===== src/rtl/svpwm_pkg.sv =====
package svpwm_pkg;

	localparam int CHANNEL_COUNT = 4;
	localparam int COUNTER_WIDTH = 16;
	localparam int HIP_CHANNELS  = 2;

	localparam int KIND_W    = 3;
	localparam int CH_W      = 2;
	localparam int ANGLE_W   = 12;
	localparam int WIDTH_W   = 16;
	localparam int CFG_IDX_W = 3;
	localparam int CFG_W     = 16;

	// item kinds
	localparam logic [KIND_W-1:0] KIND_TICK      = 3'd0;
	localparam logic [KIND_W-1:0] KIND_SET_ANGLE = 3'd1;
	localparam logic [KIND_W-1:0] KIND_SET_PULSE = 3'd2;
	localparam logic [KIND_W-1:0] KIND_START     = 3'd3;
	localparam logic [KIND_W-1:0] KIND_DISABLE   = 3'd4;

	// configuration register indexes
	localparam logic [CFG_IDX_W-1:0] REG_PERIOD_TOP = 3'd0;
	localparam logic [CFG_IDX_W-1:0] REG_PULSE_MIN  = 3'd1;
	localparam logic [CFG_IDX_W-1:0] REG_PULSE_MID  = 3'd2;
	localparam logic [CFG_IDX_W-1:0] REG_PULSE_MAX  = 3'd3;
	localparam logic [CFG_IDX_W-1:0] REG_HIP_LOW    = 3'd4;
	localparam logic [CFG_IDX_W-1:0] REG_HIP_HIGH   = 3'd5;
	localparam logic [CFG_IDX_W-1:0] REG_KNEE_LOW   = 3'd6;
	localparam logic [CFG_IDX_W-1:0] REG_KNEE_HIGH  = 3'd7;

	localparam logic [COUNTER_WIDTH-1:0] RST_PERIOD_TOP = 16'd19999;
	localparam logic [WIDTH_W-1:0] RST_PULSE_MIN = 16'd1000;
	localparam logic [WIDTH_W-1:0] RST_PULSE_MID = 16'd1500;
	localparam logic [WIDTH_W-1:0] RST_PULSE_MAX = 16'd2000;
	localparam logic signed [ANGLE_W-1:0] ANGLE_LIMIT     = 12'sd1440;
	localparam logic signed [ANGLE_W-1:0] ANGLE_LIMIT_NEG = -12'sd1440;

	// width offset = floor(a * 500 / 1440) = floor(a * 25 / 72)
	// |a| * 25 / 72 = ((|a| * 25) >> 3) / 9, and / 9 is a reciprocal multiply
	localparam int MAG_W       = 16;
	localparam int DIV_SHIFT   = 3;
	localparam int QUOT_IN_W   = MAG_W - DIV_SHIFT;
	localparam int RECIP_SHIFT = 16;
	localparam int PROD_W      = 2 * QUOT_IN_W;
	localparam int Q_W         = PROD_W - RECIP_SHIFT;
	localparam int SUM_W       = WIDTH_W + 2;
	localparam logic [4:0] ANGLE_GAIN = 5'd25;
	localparam logic [6:0] NEG_BIAS   = 7'd71;
	localparam logic [QUOT_IN_W-1:0] RECIP_9 = 13'd7282;

	typedef struct packed {
		logic             neg;
		logic [MAG_W-1:0] mag;
	} svpwm_ang_t;

	typedef struct packed {
		logic              fire;
		logic [KIND_W-1:0] kind;
		logic [CH_W-1:0]   channel;
		logic [WIDTH_W-1:0] width;
	} svpwm_cmd_t;

	typedef struct packed {
		logic [CHANNEL_COUNT-1:0] lines;
		logic                     cycle_start;
		logic                     outputs_on;
	} svpwm_stat_t;

endpackage


===== src/rtl/svpwm_angle_scale.sv =====
module svpwm_angle_scale
	import svpwm_pkg::*;
(
	input  logic [CH_W-1:0]           channel,
	input  logic signed [ANGLE_W-1:0] angle,
	input  logic signed [ANGLE_W-1:0] hip_low,
	input  logic signed [ANGLE_W-1:0] hip_high,
	input  logic signed [ANGLE_W-1:0] knee_low,
	input  logic signed [ANGLE_W-1:0] knee_high,
	output svpwm_ang_t                scaled
);

	logic signed [ANGLE_W-1:0] lo, hi, a_hi, a_lim, a_top, a_fin, a_neg;
	logic [ANGLE_W-2:0] mag;
	logic [MAG_W-1:0] prod;

	always_comb begin
		lo    = (32'(channel) < HIP_CHANNELS) ? hip_low : knee_low;
		hi    = (32'(channel) < HIP_CHANNELS) ? hip_high : knee_high;
		a_hi  = (angle > hi) ? hi : angle;
		a_lim = (a_hi < lo) ? lo : a_hi;
		a_top = (a_lim > ANGLE_LIMIT) ? ANGLE_LIMIT : a_lim;
		a_fin = (a_top < ANGLE_LIMIT_NEG) ? ANGLE_LIMIT_NEG : a_top;
		a_neg = -a_fin;
		mag   = a_fin[ANGLE_W-1] ? a_neg[ANGLE_W-2:0] : a_fin[ANGLE_W-2:0];
		prod  = MAG_W'(mag) * MAG_W'(ANGLE_GAIN);
		// floor of a negative quotient: round the magnitude up
		scaled.neg = a_fin[ANGLE_W-1];
		scaled.mag = prod + (a_fin[ANGLE_W-1] ? MAG_W'(NEG_BIAS) : '0);
	end

endmodule


===== src/rtl/svpwm_width_calc.sv =====
module svpwm_width_calc
	import svpwm_pkg::*;
(
	input  logic [KIND_W-1:0]  kind,
	input  svpwm_ang_t         scaled,
	input  logic [WIDTH_W-1:0] pulse_request,
	input  logic [WIDTH_W-1:0] pulse_min,
	input  logic [WIDTH_W-1:0] pulse_mid,
	input  logic [WIDTH_W-1:0] pulse_max,
	output logic [WIDTH_W-1:0] width
);

	logic [QUOT_IN_W-1:0] div_in;
	logic [PROD_W-1:0] prod;
	logic [Q_W-1:0] quot;
	logic signed [SUM_W-1:0] q_s, delta, sum, cand, min_s, max_s, c_hi, c_lo;

	always_comb begin
		div_in = QUOT_IN_W'(scaled.mag >> DIV_SHIFT);
		prod   = PROD_W'(div_in) * PROD_W'(RECIP_9);
		quot   = Q_W'(prod >> RECIP_SHIFT);
		q_s    = signed'(SUM_W'(quot));
		delta  = scaled.neg ? -q_s : q_s;
		sum    = signed'(SUM_W'(pulse_mid)) + delta;
		cand   = (kind == KIND_SET_ANGLE) ? sum : signed'(SUM_W'(pulse_request));
		min_s  = signed'(SUM_W'(pulse_min));
		max_s  = signed'(SUM_W'(pulse_max));
		c_hi   = (cand > max_s) ? max_s : cand;
		c_lo   = (c_hi < min_s) ? min_s : c_hi;
		width  = c_lo[WIDTH_W-1:0];
	end

endmodule


===== src/rtl/svpwm_timer.sv =====
module svpwm_timer
	import svpwm_pkg::*;
(
	input  logic                     clk,
	input  logic                     arst_n,
	input  svpwm_cmd_t               cmd,
	input  logic [COUNTER_WIDTH-1:0] period_top,
	input  logic [WIDTH_W-1:0]       pulse_mid,
	output svpwm_stat_t              stat
);

	logic [COUNTER_WIDTH-1:0] count_q, count_n;
	logic [WIDTH_W-1:0] pending_q [CHANNEL_COUNT];
	logic [WIDTH_W-1:0] active_q  [CHANNEL_COUNT];
	logic [WIDTH_W-1:0] pending_n [CHANNEL_COUNT];
	logic [WIDTH_W-1:0] active_n  [CHANNEL_COUNT];
	logic en_q, en_n, wrap, cycle;

	always_comb begin
		count_n = count_q;
		en_n    = en_q;
		cycle   = 1'b0;
		for (int c = 0; c < CHANNEL_COUNT; c++) begin
			pending_n[c] = pending_q[c];
			active_n[c]  = active_q[c];
		end
		// a count at or past the top (top lowered) or at all ones wraps too
		wrap = (count_q >= period_top) || (count_q == '1);
		case (cmd.kind)
			KIND_TICK: begin
				if (wrap) begin
					count_n = '0;
					cycle   = 1'b1;
					for (int c = 0; c < CHANNEL_COUNT; c++)
						active_n[c] = pending_q[c];
				end else begin
					count_n = count_q + 1'b1;
				end
			end
			KIND_SET_ANGLE, KIND_SET_PULSE: begin
				if (32'(cmd.channel) < CHANNEL_COUNT)
					pending_n[cmd.channel] = cmd.width;
			end
			KIND_START: begin
				count_n = '0;
				en_n    = 1'b1;
				for (int c = 0; c < CHANNEL_COUNT; c++) begin
					pending_n[c] = pulse_mid;
					active_n[c]  = pulse_mid;
				end
			end
			KIND_DISABLE: en_n = 1'b0;
			default: ;
		endcase
		for (int c = 0; c < CHANNEL_COUNT; c++)
			stat.lines[c] = en_n && (WIDTH_W'(count_n) < active_n[c]);
		stat.cycle_start = cycle;
		stat.outputs_on  = en_n;
	end

	always_ff @(posedge clk or negedge arst_n) begin
		if (!arst_n) begin
			count_q <= '0;
			en_q    <= 1'b0;
			for (int c = 0; c < CHANNEL_COUNT; c++) begin
				pending_q[c] <= RST_PULSE_MID;
				active_q[c]  <= RST_PULSE_MID;
			end
		end else if (cmd.fire) begin
			count_q <= count_n;
			en_q    <= en_n;
			for (int c = 0; c < CHANNEL_COUNT; c++) begin
				pending_q[c] <= pending_n[c];
				active_q[c]  <= active_n[c];
			end
		end
	end

endmodule


===== src/rtl/four_channel_servo_pwm_core.sv =====
// Four-channel servo PWM core. Each tick item advances the period counter by one or wraps it
// to zero; set angle and set pulse items load a channel's pending width, which takes effect at
// the next wrap. One item is accepted per clock while s_tready is high. An item is registered
// on entry (limit clamp and angle scaling in front of that register), then the width
// divide-by-reciprocal, the clamp and the counter and compare update run in one pass into the
// output register. s_tready falls only while both the input and output registers hold items
// because m_tready is low. Write configuration only while no item is in flight.
module four_channel_servo_pwm_core
	import svpwm_pkg::*;
(
	input  logic                 clk,
	input  logic                 arst_n,
	input  logic                 s_tvalid,
	output logic                 s_tready,
	input  logic [31:0]          s_tdata,  // channel[1:0], angle[13:2], pulse_request[29:14]
	input  logic [KIND_W-1:0]    s_tuser,  // kind[2:0]
	output logic                 m_tvalid,
	input  logic                 m_tready,
	output logic [23:0]          m_tdata,  // pwm_lines[3:0], cycle_start[4],
	                                       // applied_pulse[20:5], outputs_on[21]
	input  logic                 cfg_we,
	input  logic [CFG_IDX_W-1:0] cfg_index,
	input  logic [CFG_W-1:0]     cfg_wdata
);

	logic [COUNTER_WIDTH-1:0] period_top_q;
	logic [WIDTH_W-1:0] pulse_min_q, pulse_mid_q, pulse_max_q;
	logic signed [ANGLE_W-1:0] hip_low_q, hip_high_q, knee_low_q, knee_high_q;

	always_ff @(posedge clk or negedge arst_n) begin
		if (!arst_n) begin
			period_top_q <= RST_PERIOD_TOP;
			pulse_min_q  <= RST_PULSE_MIN;
			pulse_mid_q  <= RST_PULSE_MID;
			pulse_max_q  <= RST_PULSE_MAX;
			hip_low_q    <= ANGLE_LIMIT_NEG;
			hip_high_q   <= ANGLE_LIMIT;
			knee_low_q   <= ANGLE_LIMIT_NEG;
			knee_high_q  <= ANGLE_LIMIT;
		end else if (cfg_we) begin
			case (cfg_index)
				REG_PERIOD_TOP: period_top_q <= cfg_wdata[COUNTER_WIDTH-1:0];
				REG_PULSE_MIN:  pulse_min_q  <= cfg_wdata[WIDTH_W-1:0];
				REG_PULSE_MID:  pulse_mid_q  <= cfg_wdata[WIDTH_W-1:0];
				REG_PULSE_MAX:  pulse_max_q  <= cfg_wdata[WIDTH_W-1:0];
				REG_HIP_LOW:    hip_low_q    <= signed'(cfg_wdata[ANGLE_W-1:0]);
				REG_HIP_HIGH:   hip_high_q   <= signed'(cfg_wdata[ANGLE_W-1:0]);
				REG_KNEE_LOW:   knee_low_q   <= signed'(cfg_wdata[ANGLE_W-1:0]);
				REG_KNEE_HIGH:  knee_high_q  <= signed'(cfg_wdata[ANGLE_W-1:0]);
				default: ;
			endcase
		end
	end

	// input stage
	logic [CH_W-1:0] in_channel;
	logic signed [ANGLE_W-1:0] in_angle;
	logic [WIDTH_W-1:0] in_request;
	svpwm_ang_t in_scaled;

	assign in_channel = s_tdata[1:0];
	assign in_angle   = signed'(s_tdata[13:2]);
	assign in_request = s_tdata[29:14];

	svpwm_angle_scale u_angle (
		.channel   (in_channel),
		.angle     (in_angle),
		.hip_low   (hip_low_q),
		.hip_high  (hip_high_q),
		.knee_low  (knee_low_q),
		.knee_high (knee_high_q),
		.scaled    (in_scaled)
	);

	logic valid_s1, advance;
	logic [KIND_W-1:0] kind_s1;
	logic [CH_W-1:0] channel_s1;
	logic [WIDTH_W-1:0] request_s1;
	svpwm_ang_t scaled_s1;

	assign advance  = valid_s1 && (!m_tvalid || m_tready);
	assign s_tready = !valid_s1 || advance;

	always_ff @(posedge clk or negedge arst_n) begin
		if (!arst_n) begin
			valid_s1 <= 1'b0;
		end else if (s_tready) begin
			valid_s1 <= s_tvalid;
		end
	end

	always_ff @(posedge clk) begin
		if (s_tvalid && s_tready) begin
			kind_s1    <= s_tuser;
			channel_s1 <= in_channel;
			request_s1 <= in_request;
			scaled_s1  <= in_scaled;
		end
	end

	// width, state update and result
	logic [WIDTH_W-1:0] width;
	logic applies;
	svpwm_cmd_t cmd;
	svpwm_stat_t stat;

	svpwm_width_calc u_width (
		.kind          (kind_s1),
		.scaled        (scaled_s1),
		.pulse_request (request_s1),
		.pulse_min     (pulse_min_q),
		.pulse_mid     (pulse_mid_q),
		.pulse_max     (pulse_max_q),
		.width         (width)
	);

	assign applies = ((kind_s1 == KIND_SET_ANGLE) || (kind_s1 == KIND_SET_PULSE))
		&& (32'(channel_s1) < CHANNEL_COUNT);

	assign cmd.fire    = advance;
	assign cmd.kind    = kind_s1;
	assign cmd.channel = channel_s1;
	assign cmd.width   = width;

	svpwm_timer u_timer (
		.clk        (clk),
		.arst_n     (arst_n),
		.cmd        (cmd),
		.period_top (period_top_q),
		.pulse_mid  (pulse_mid_q),
		.stat       (stat)
	);

	logic out_valid_q;
	logic [CHANNEL_COUNT-1:0] lines_q;
	logic cycle_q, on_q;
	logic [WIDTH_W-1:0] applied_q;

	always_ff @(posedge clk or negedge arst_n) begin
		if (!arst_n) begin
			out_valid_q <= 1'b0;
		end else if (advance) begin
			out_valid_q <= 1'b1;
		end else if (m_tready) begin
			out_valid_q <= 1'b0;
		end
	end

	always_ff @(posedge clk) begin
		if (advance) begin
			lines_q   <= stat.lines;
			cycle_q   <= stat.cycle_start;
			on_q      <= stat.outputs_on;
			applied_q <= applies ? width : '0;
		end
	end

	assign m_tvalid = out_valid_q;
	assign m_tdata  = {2'b00, on_q, applied_q, cycle_q, lines_q};

	// lines stay low whenever the outputs are off
	a_off_lines_low: assert property (@(posedge clk) disable iff (!arst_n)
		out_valid_q && !on_q |-> lines_q == '0)
		else $error("pwm lines high while outputs off");

	// an item stalled in the input stage keeps its contents
	a_s1_hold: assert property (@(posedge clk) disable iff (!arst_n)
		valid_s1 && !advance |=> valid_s1 && $stable(kind_s1) && $stable(channel_s1)
			&& $stable(request_s1))
		else $error("input stage changed while stalled");

	// an empty output register never blocks the input side
	a_ready_when_empty: assert property (@(posedge clk) disable iff (!arst_n)
		!out_valid_q |-> s_tready)
		else $error("input stalled with empty output register");

	// wrap is reported only for ticks
	a_cycle_tick_only: assert property (@(posedge clk) disable iff (!arst_n)
		advance && stat.cycle_start |-> kind_s1 == KIND_TICK)
		else $error("cycle start on a non-tick item");

endmodule


===== config.mk =====
export PLATFORM = sky130hd
export DESIGN_NAME = four_channel_servo_pwm_core
export DESIGN_NICKNAME = d
export VERILOG_FILES = /design/src/rtl/svpwm_pkg.sv /design/src/rtl/svpwm_angle_scale.sv /design/src/rtl/svpwm_width_calc.sv /design/src/rtl/svpwm_timer.sv /design/src/rtl/four_channel_servo_pwm_core.sv
export SDC_FILE = /design/constraint.sdc
export NUM_CORES = 1
export LEC_CHECK = 0
export ABC_AREA = 1
export BUFFER_PORTS_ARGS = -buffer_cell sky130_fd_sc_hd__buf_2
export CAP_MARGIN = 25
export CORE_ASPECT_RATIO = 0.9
export CORE_MARGIN = 2
export CORE_UTILIZATION = 37
export CTS_CLUSTER_DIAMETER = 200
export DETAILED_ROUTE_END_ITERATION = 8
export GPL_TIMING_DRIVEN = 0
export PLACE_DENSITY_LB_ADDON = 0.15
export SLEW_MARGIN = 20
export SYNTH_ARGS = -nofsm -noshare
export SYNTH_HDL_FRONTEND = slang
export SYNTH_HIERARCHICAL = 1
export SYNTH_SLANG_ARGS = --single-unit

===== constraint.sdc =====
create_clock -name clk -period 18.7 [get_ports clk]
set_input_delay 1.87 -clock clk [delete_from_list [all_inputs] [get_ports clk]]
set_output_delay 1.87 -clock clk [all_outputs]
set_load 0.05 [all_outputs]

After elaboration in Yosys (flattened, before gate mapping)
Cells that the tools add are included.
{ "word_totals": {"output_inout_bits": 26, "regBits": 319, "in_bits": 59, "wordCells": 114} }
{ "classes": {"n_reduce_logical": 27, "bitwise": 1, "eq_ne": 12, "mul": 2, "n_lt_le_gt_ge": 14, "muxes": 24, "add_sub_neg": 5} }
{ "ops": {"columns": ["operator", "count"], "rows": [
  ["$pmux W64 S2", 2],
  ["$mux W12", 6],
  ["$bwmux W64", 1],
  ["$lt A16 B16 Y1", 4],
  ["$mux W64", 1],
  ["$mux W18", 3],
  ["$mux W16", 3],
  ["$demux W16 S2", 1],
  ["$pmux W16 S2", 1],
  ["$mul A13 B12 Y25 const B", 1],
  ["$add A17 B18 Y18", 1],
  ["$gt A18 B17 Y1", 1],
  ["$lt A18 B17 Y1", 1],
  ["$neg A10 Y18", 1],
  ["$reduce_and A2 Y1", 9],
  ["$add A16 B1 Y16 const B", 1],
  ["$add A16 B16 Y16", 1],
  ["$eq A16 B16 Y1 const B", 1],
  ["$ge A16 B16 Y1", 1],
  ["$mul A11 B5 Y16 const B", 1],
  ["$eq A3 B3 Y1 const B", 5],
  ["$eq A3 B2 Y1 const B", 4],
  ["$gt A12 B12 Y1", 1],
  ["$gt A12 B12 Y1 const B", 1],
  ["other kinds (18)", 33]
]} }

Logic depth before layout (Yosys ltp)
Gate-level depths: netlist of run 1.
{ "depth": {"word_depth": 14, "depth_mapped": 65, "mapped_depth_nobuf": 63} }

Hierarchy
The synthesis of run 1 kept the hierarchy.
{ "modules_own_cells": {"columns": ["module", "area_each_um2", "cells_each", "seq_area_each_um2", "instances"], "rows": [
  ["svpwm_timer", 9311.4, 1011, 3698.5, 1],
  ["four_channel_servo_pwm_core", 6551.3, 624, 4709.5, 1],
  ["svpwm_width_calc", 5255.0, 833, 0.0, 1],
  ["svpwm_angle_scale", 3175.5, 494, 0.0, 1]
]} }

Least setup slack after synthesis of run 1
No wires, ideal clock.
{ "synth_timing": {"path_type": "input-to-reg", "start": "input s_tdata[1]", "end": "register scaled_s1[14] in the netlist's numbering, data pin", "path_stages": 56, "path_slack_ns": 8.851, "t_required_ns": 18.442, "arrival_time_ns": 9.591, "path_cell_list": "buf_2 -> buf_2 -> mux2i_1 -> ha_1 -> nand2_1 -> inv_1 -> nand2_1 -> nand2_1 -> nand2_1 -> nand3_1 -> nand2_1 -> nand3_2 -> buf_2 -> buf_2 -> nand2_1 -> o21ai_0 -> ha_1 -> a21oi_1 -> [20 not listed] -> fa_1 -> inv_1 -> ha_1 -> ha_1 -> a21oi_1 -> and2_1 -> inv_1 -> a21oi_1 -> o21bai_1 -> a21oi_1 -> o21bai_1 -> a21oi_1 -> nor2_1 -> o21ai_0 -> inv_1 -> o21ai_0 -> nand2_1 -> xor2_1"} }
{ "synth_lines": {"columns": ["element", "line", "text"], "rows": [
  ["from (decl)", "four_channel_servo_pwm_core.sv:15", "input logic [31:0] s_tdata,"],
  ["to (signal assigned)", "four_channel_servo_pwm_core.sv:97", "scaled_s1 <= in_scaled;"],
  ["to (decl)", "four_channel_servo_pwm_core.sv:79", "svpwm_ang_t scaled_s1;"]
]} }

Worst setup path after layout of run 1
{ "layout_timing": {"start": "register scaled_s1[10] in the netlist's numbering", "end": "register applied_q[13], data pin"} }
{ "layout_via": {"elab_chain_cells": 9} }
{ "layout_lines": {"columns": ["element", "line", "text"], "rows": [
  ["$mul A13 B12 Y25 (*)", "svpwm_width_calc.sv:20", "prod = PROD_W'(div_in) * PROD_W'(RECIP_9);"],
  ["$neg A10 Y18", "svpwm_width_calc.sv:23", "delta = scaled.neg ? -q_s : q_s;"],
  ["$mux W18 (*)", "svpwm_width_calc.sv:23", null],
  ["$add A17 B18 Y18 (*)", "svpwm_width_calc.sv:24", "sum = signed'(SUM_W'(pulse_mid)) + delta;"],
  ["$mux W18 (*)", "svpwm_width_calc.sv:25", "cand = (kind == KIND_SET_ANGLE) ? sum : signed'(SUM_W'(pulse_request));"],
  ["$gt A18 B17 Y1", "svpwm_width_calc.sv:28", "c_hi = (cand > max_s) ? max_s : cand;"],
  ["$mux W18 (*)", "svpwm_width_calc.sv:28", null],
  ["$lt A18 B17 Y1", "svpwm_width_calc.sv:29", "c_lo = (c_hi < min_s) ? min_s : c_hi;"],
  ["$mux W16 (*)", "svpwm_width_calc.sv:29", null],
  ["named net width[13]", "four_channel_servo_pwm_core.sv:102", "logic [WIDTH_W-1:0] width;"],
  ["to (signal assigned)", "four_channel_servo_pwm_core.sv:154", "applied_q <= applies ? width : '0;"],
  ["to (decl)", "four_channel_servo_pwm_core.sv:137", "logic [WIDTH_W-1:0] applied_q;"]
]} }
The timed path passes the listed nets; every way through them passes the cells marked *.
A chain may end at the register's enable or synchronous reset.

==> results.md, run 1 <==
* Status: complete, no violations
* Via count at a little over 20000
* Worst Path Arrival at around 12 ns
* Final period util at 0.6279
* Placed Cells incl. Taps at ~4000
* GRT Resource Usage Total at 0.2243
* Setup-failing EPs final at 0
* Vias in the first global route at 20100
* Most frequent CP cell: nand2_1
* CTS tree: built
* GPL Wtd Cong at about 0.92
* Min cycle time layout at between 10 and 15 ns
* Largest fanout on the critical path at 10
* WS Path Type: flop to flop
* Fmax at between 80 and 90 MHz
* Starting Density at 0.3756
* CTS Root Buffer Type: clkbuf_16
* Iteration-0 DRC Markers at around 1600
* Design Area, Final at approximately 27000 um^2
* Cell Count, Final, Fillers Out at between 3000 and 4000
* Std cell rows at 88
* Max-slew headroom at 0.2580
* Final Util at 0.4222
* GR Overflow Total at 0
* Yosys Warn Count at 6
* Syn Inst Count at 2958
* Vias per cell at approximately 5
* Crit path max-delay family: adder cells
* Cts bufs inserted at 40
* HP Class: flop to flop
* Layout Nets at approximately 3400
* DP Area at between 20000 and 30000 um^2
* Worst skew pair latency at about 0.57 ns
* Max-slew violations at 0
* Least-Margin Pin Slew at around 1.1 ns
* Post-CTS sizing at 0
* Initial antenna violation count at 2
* Crit path required time at between 15 and 20 ns
* RSZ-0062 raised after global routing: false
* Drt wl/cell at 18.77 um
* Final Skew at a little under 0.03 ns
* Detailed Route WL at between 70000 and 80000 um
* Final ANT Viol Nets at 0
* Die Y at roughly 250 um
* Worst path max stage delay at ~0.53 ns
* DRC at 0
* Drt first pass iters at 6
* CTS clk-pin slew, worst paths at around 0.06 ns
* Postcts setup bufs at 0
* Hold_buf cts at 0
* Cell area after synthesis at approximately 24000 um^2
* Commonest non-fill, non-tap cell in the layout: nand2_1
* Critical Path Sink Type: flop
* Die W at ~270 um
* Die ar. at around 67000 um^2
* Total clock sinks at 316
* Most frequent cells in the layout: nand2_1 (854), inv_1 (368), ha_1 (265), nand3_1 (173), dfrtp_1 (159)
* CP bufs+invs at 11
* Setup TNS at 0 ns
* Global-route wire length before repair at ~120000 um
* DP Wirelength at 59310 um
* Core ar. at ~64000 um^2
* CP max stage cell: edfxtp_1
* H-tree level count at 2
* Critical Path Start Type: flop
* Max-Cap Viols at 0
* Area grow syn2layout at 12.40%
* Synthesized area per cell at a little over 8 um^2
* Layout cell share with drive strength beyond 1 at 0.1473
* I/O pins at 85
* Port Buffer Count at between 60 and 70
* Largest net degree at the start of global routing at 96
* Final Hold Viols at 0
* Max Buffers Root-to-Sink at 3
-- worst reg2reg max path, delay by kind of cell (launching register included) --
family,cells,cell delay (ns)
flip-flops,1,0.53
buffers and inverters,11,0.97
AO/OA/AOI/OAI,14,2.54
adder cells (fa/ha/maj),10,3.98
AND/OR/NAND/NOR,23,2.74
XOR/XNOR,3,0.69
-- metal layers --
metal,part of all wire,GRT usage,vias to the layer above
met5,0.00017,0,-
met2,0.42,0.3318,528
met1,0.50,0.3347,9720
met3,0.061,0.04123,90
li1,-,-,10087
met4,0.021,0.05384,2
-- final cells by class --
cell class	count	area, um^2
tap	855	1070
antenna	1	2.502
sequential	316	8318
multi-input combinational	2143	13860
clock inverter	19	188.9
fill	6449	37220
buffer	118	621.8
clock buffer	54	1176
inverter	382	1434
timing repair buffer	78	518.0
-- metrics by stage --
| step | setup WS [ns] | hold slack, ns |
|---|---|---|
| after floorplan | 8.855 | 0.4364 |
| after global placement | 7.157 | 0.4495 |
| after detailed placement | 7.089 | 0.4519 |
| after CTS | 7.003 | 0.4613 |
| after global routing | 5.900 | 0.4727 |
| final | 6.959 | 0.4596 |
-- sequential cells by signal (all words and copies together), names as in the netlist --
| name | count |
|---|---|
| u_timer/active_q | 64 |
| u_timer/pending_q | 64 |
| applied_q | 16 |
| period_top_q | 16 |
| pulse_max_q | 16 |
| pulse_mid_q | 16 |
| pulse_min_q | 16 |
| request_s1 | 16 |
| u_timer/count_q | 16 |
| scaled_s1 | 14 |
| hip_high_q | 12 |
| hip_low_q | 12 |
| knee_high_q | 12 |
| knee_low_q | 12 |
| lines_q | 4 |
| kind_s1 | 3 |
| channel_s1 | 2 |
| cycle_q | 1 |
| m_tvalid | 1 |
| on_q | 1 |
| u_timer/en_q | 1 |
| valid_s1 | 1 |
-- worst paths after layout --
kind,startpoint,endpoint,slack (ns),depth (start not counted)
setup / recovery,scaled_s1[10],applied_q[13],6.96,61
hold / removal,hip_low_q[5],hip_low_q[5],0.46,2
min in group asynchronous,arst_n,u_timer/active_q[37],1.14,1
setup reg to reg,scaled_s1[10],applied_q[13],6.96,61
hold reg to reg,hip_low_q[5],hip_low_q[5],0.46,2
max in group asynchronous,arst_n,period_top_q[9],16.41,3
Power of run 1 is not shown: default switching activity piles up to over one toggle a cycle in this logic, so the estimate is an artifact.
==> run 2: changes to the inputs <==
Settings changed: ABC_AREA 1 to 0.
Clock period 18.7 ns to 12 ns, I/O delays scaled along.
==> results.md, run 2 <==
* I/O pins at 85
* Drt wl/cell at between 20 and 25 um
* Starting Density at 0.3731
* Final Util at 0.4302
* Die ar. at 67990 um^2
* CTS tree: built
* Crit path required time at about 12 ns
* Core ar. at 65370 um^2
* CTS Root Buffer Type: clkbuf_16
* GRT Resource Usage Total at 0.2233
* Worst slack, placed at -1.282 ns
* Layout Nets at 2988
* Worst path max stage delay at 0.50 ns
* Most frequent CP cell: fa_1
* CTS clk-pin slew, worst paths at around 0.070 ns
* H-tree level count at 2
* Max-Cap Viols at 0
* Cts bufs inserted at 39
* Final worst slack at 0.3888 ns
* Yosys Warn Count at 6
* Max-slew headroom at 0.2724
* Syn Inst Count at between 2000 and 2500
* Routed length on met1 at roughly 39000 um
* Synthesized area per cell at approximately 10 um^2
* DP Wirelength at just under 60000 um
* Die Y at between 200 and 250 um
* Vias in the first global route at approximately 19000
* Critical Path Sink Type: flop
* Area grow syn2layout at 15.29%
* DRC at 0
* Global-route wire length before repair at around 120000 um
* DR WL met2 at 32140 um
* Via count at about 20000
* Worst hold stages at 2
* Final Hold Viols at 0
* R2R cell count at 53
* Layout cell share with drive strength beyond 1 at 0.2423
* CP max stage cell: fa_1
* HP Class: flop to flop
* Final period util at 0.9676
* Commonest non-fill, non-tap cell in the layout: ha_1
* Setup TNS at 0 ns
* Final hold slack at around 0.47 ns
* Final ANT Viol Nets at 0
* Fillers at between 6000 and 7000
* Largest fanout on the critical path at 8
* Largest regs: u_timer/active_q (64), u_timer/pending_q (64)
* GPL Wtd Cong at ~0.90
* Critical Path Start Type: flop
* Largest net degree at the start of global routing at just over 80
* Final Skew at around 0.027 ns
* Worst Path Arrival at roughly 12 ns
* Min cycle time layout at 11.61 ns
* Most frequent cells in the layout: ha_1 (255), a21oi_1 (216), inv_1 (187), dfrtp_1 (159), nand2_1 (151)
* Setup-failing EPs final at 0
* WS Path Type: flop to flop
* Cell area after synthesis at between 20000 and 25000 um^2
* Drt first pass iters at 5
* Least-Margin Pin Slew at around 1.1 ns
* Max Buffers Root-to-Sink at 3
* Die W at approximately 270 um
* Status: complete, no violations
* Worst skew pair latency at between 0.5 and 0.6 ns
* GR Overflow Total at 0
* Iteration-0 DRC Markers at 1541
* DR top layer: met4
* Port Buffer Count at roughly 80
* Fmax at ~86 MHz
* Std cell rows at 89
* Met3 routed WL at 3866 um
* Total clock sinks at ~320
* Initial antenna violation count at 4
* Max-slew violations at 0
* Vias per cell at about 5.6
* Detailed Route WL at roughly 76000 um
-- run 2: worst max-delay path: cells and delay by family, from the launching register on --
family / cells / cell delay, ns
DFF: 1 / 0.45
adders and majority gates: 10 / 3.62
buffers and inverters: 9 / 0.97
xor gates and xnor gates: 2 / 0.41
and+or+nand+nor: 9 / 1.52
AOI/OAI and AO/OA: 20 / 3.35
muxes: 3 / 1.02
-- run 2: cell type report --
| type | count | area [um^2] | share of cell area |
|---|---|---|---|
| multi-input cells | 1814 | 15050 | 0.5352 |
| diodes | 1 | 2.502 | 0.00008900 |
| repair buffers | 129 | 913.4 | 0.03248 |
| clock inverters | 16 | 168.9 | 0.006007 |
| flip-flops and latches | 316 | 8318 | 0.2958 |
| well taps | 864 | 1081 | 0.03845 |
| inverters | 193 | 724.4 | 0.02576 |
| plain buffers | 128 | 809.5 | 0.02879 |
| clock buffers | 54 | 1052 | 0.03742 |
-- run 2: final timing paths --
check / from / end / slack [ns]
worst max-delay path: scaled_s1[11] / applied_q[6] / 0.39
worst min-delay path: u_timer/pending_q[39] / u_timer/pending_q[39] / 0.47
worst max register to register: scaled_s1[11] / applied_q[6] / 0.39
worst min register to register: u_timer/pending_q[39] / u_timer/pending_q[39] / 0.47
max in group asynchronous: arst_n / hip_low_q[11] / 9.95
min in group asynchronous: arst_n / u_timer/active_q[28] / 0.53
-- run 2: routing by layer --
metal / global-route usage / vias up
met1: 0.3437 / 9770
li1: - / 9247
met2: 0.3319 / 499
met4: 0.04939 / 0
met5: 0 / -
met3: 0.02564 / 78
-- run 2: stage by stage --
stage | instances | cell area (um^2)
after floorplan | 2452 | 24390
after global placement | 3394 | 25860
after detailed placement | 3400 | 26040
after CTS | 3500 | 27600
after global routing | 3514 | 28120
final | 3515 | 28120
-- run 2: what timing repair did --
action,4_1_cts,5_1_grt
hold buffers,0,0
pin swaps,5,46
cloned,0,1
setup buffers,30,15
gates resized for setup,21,87
endpoints found under the setup margin,80,86
Power of run 2 is left out for the same reason.
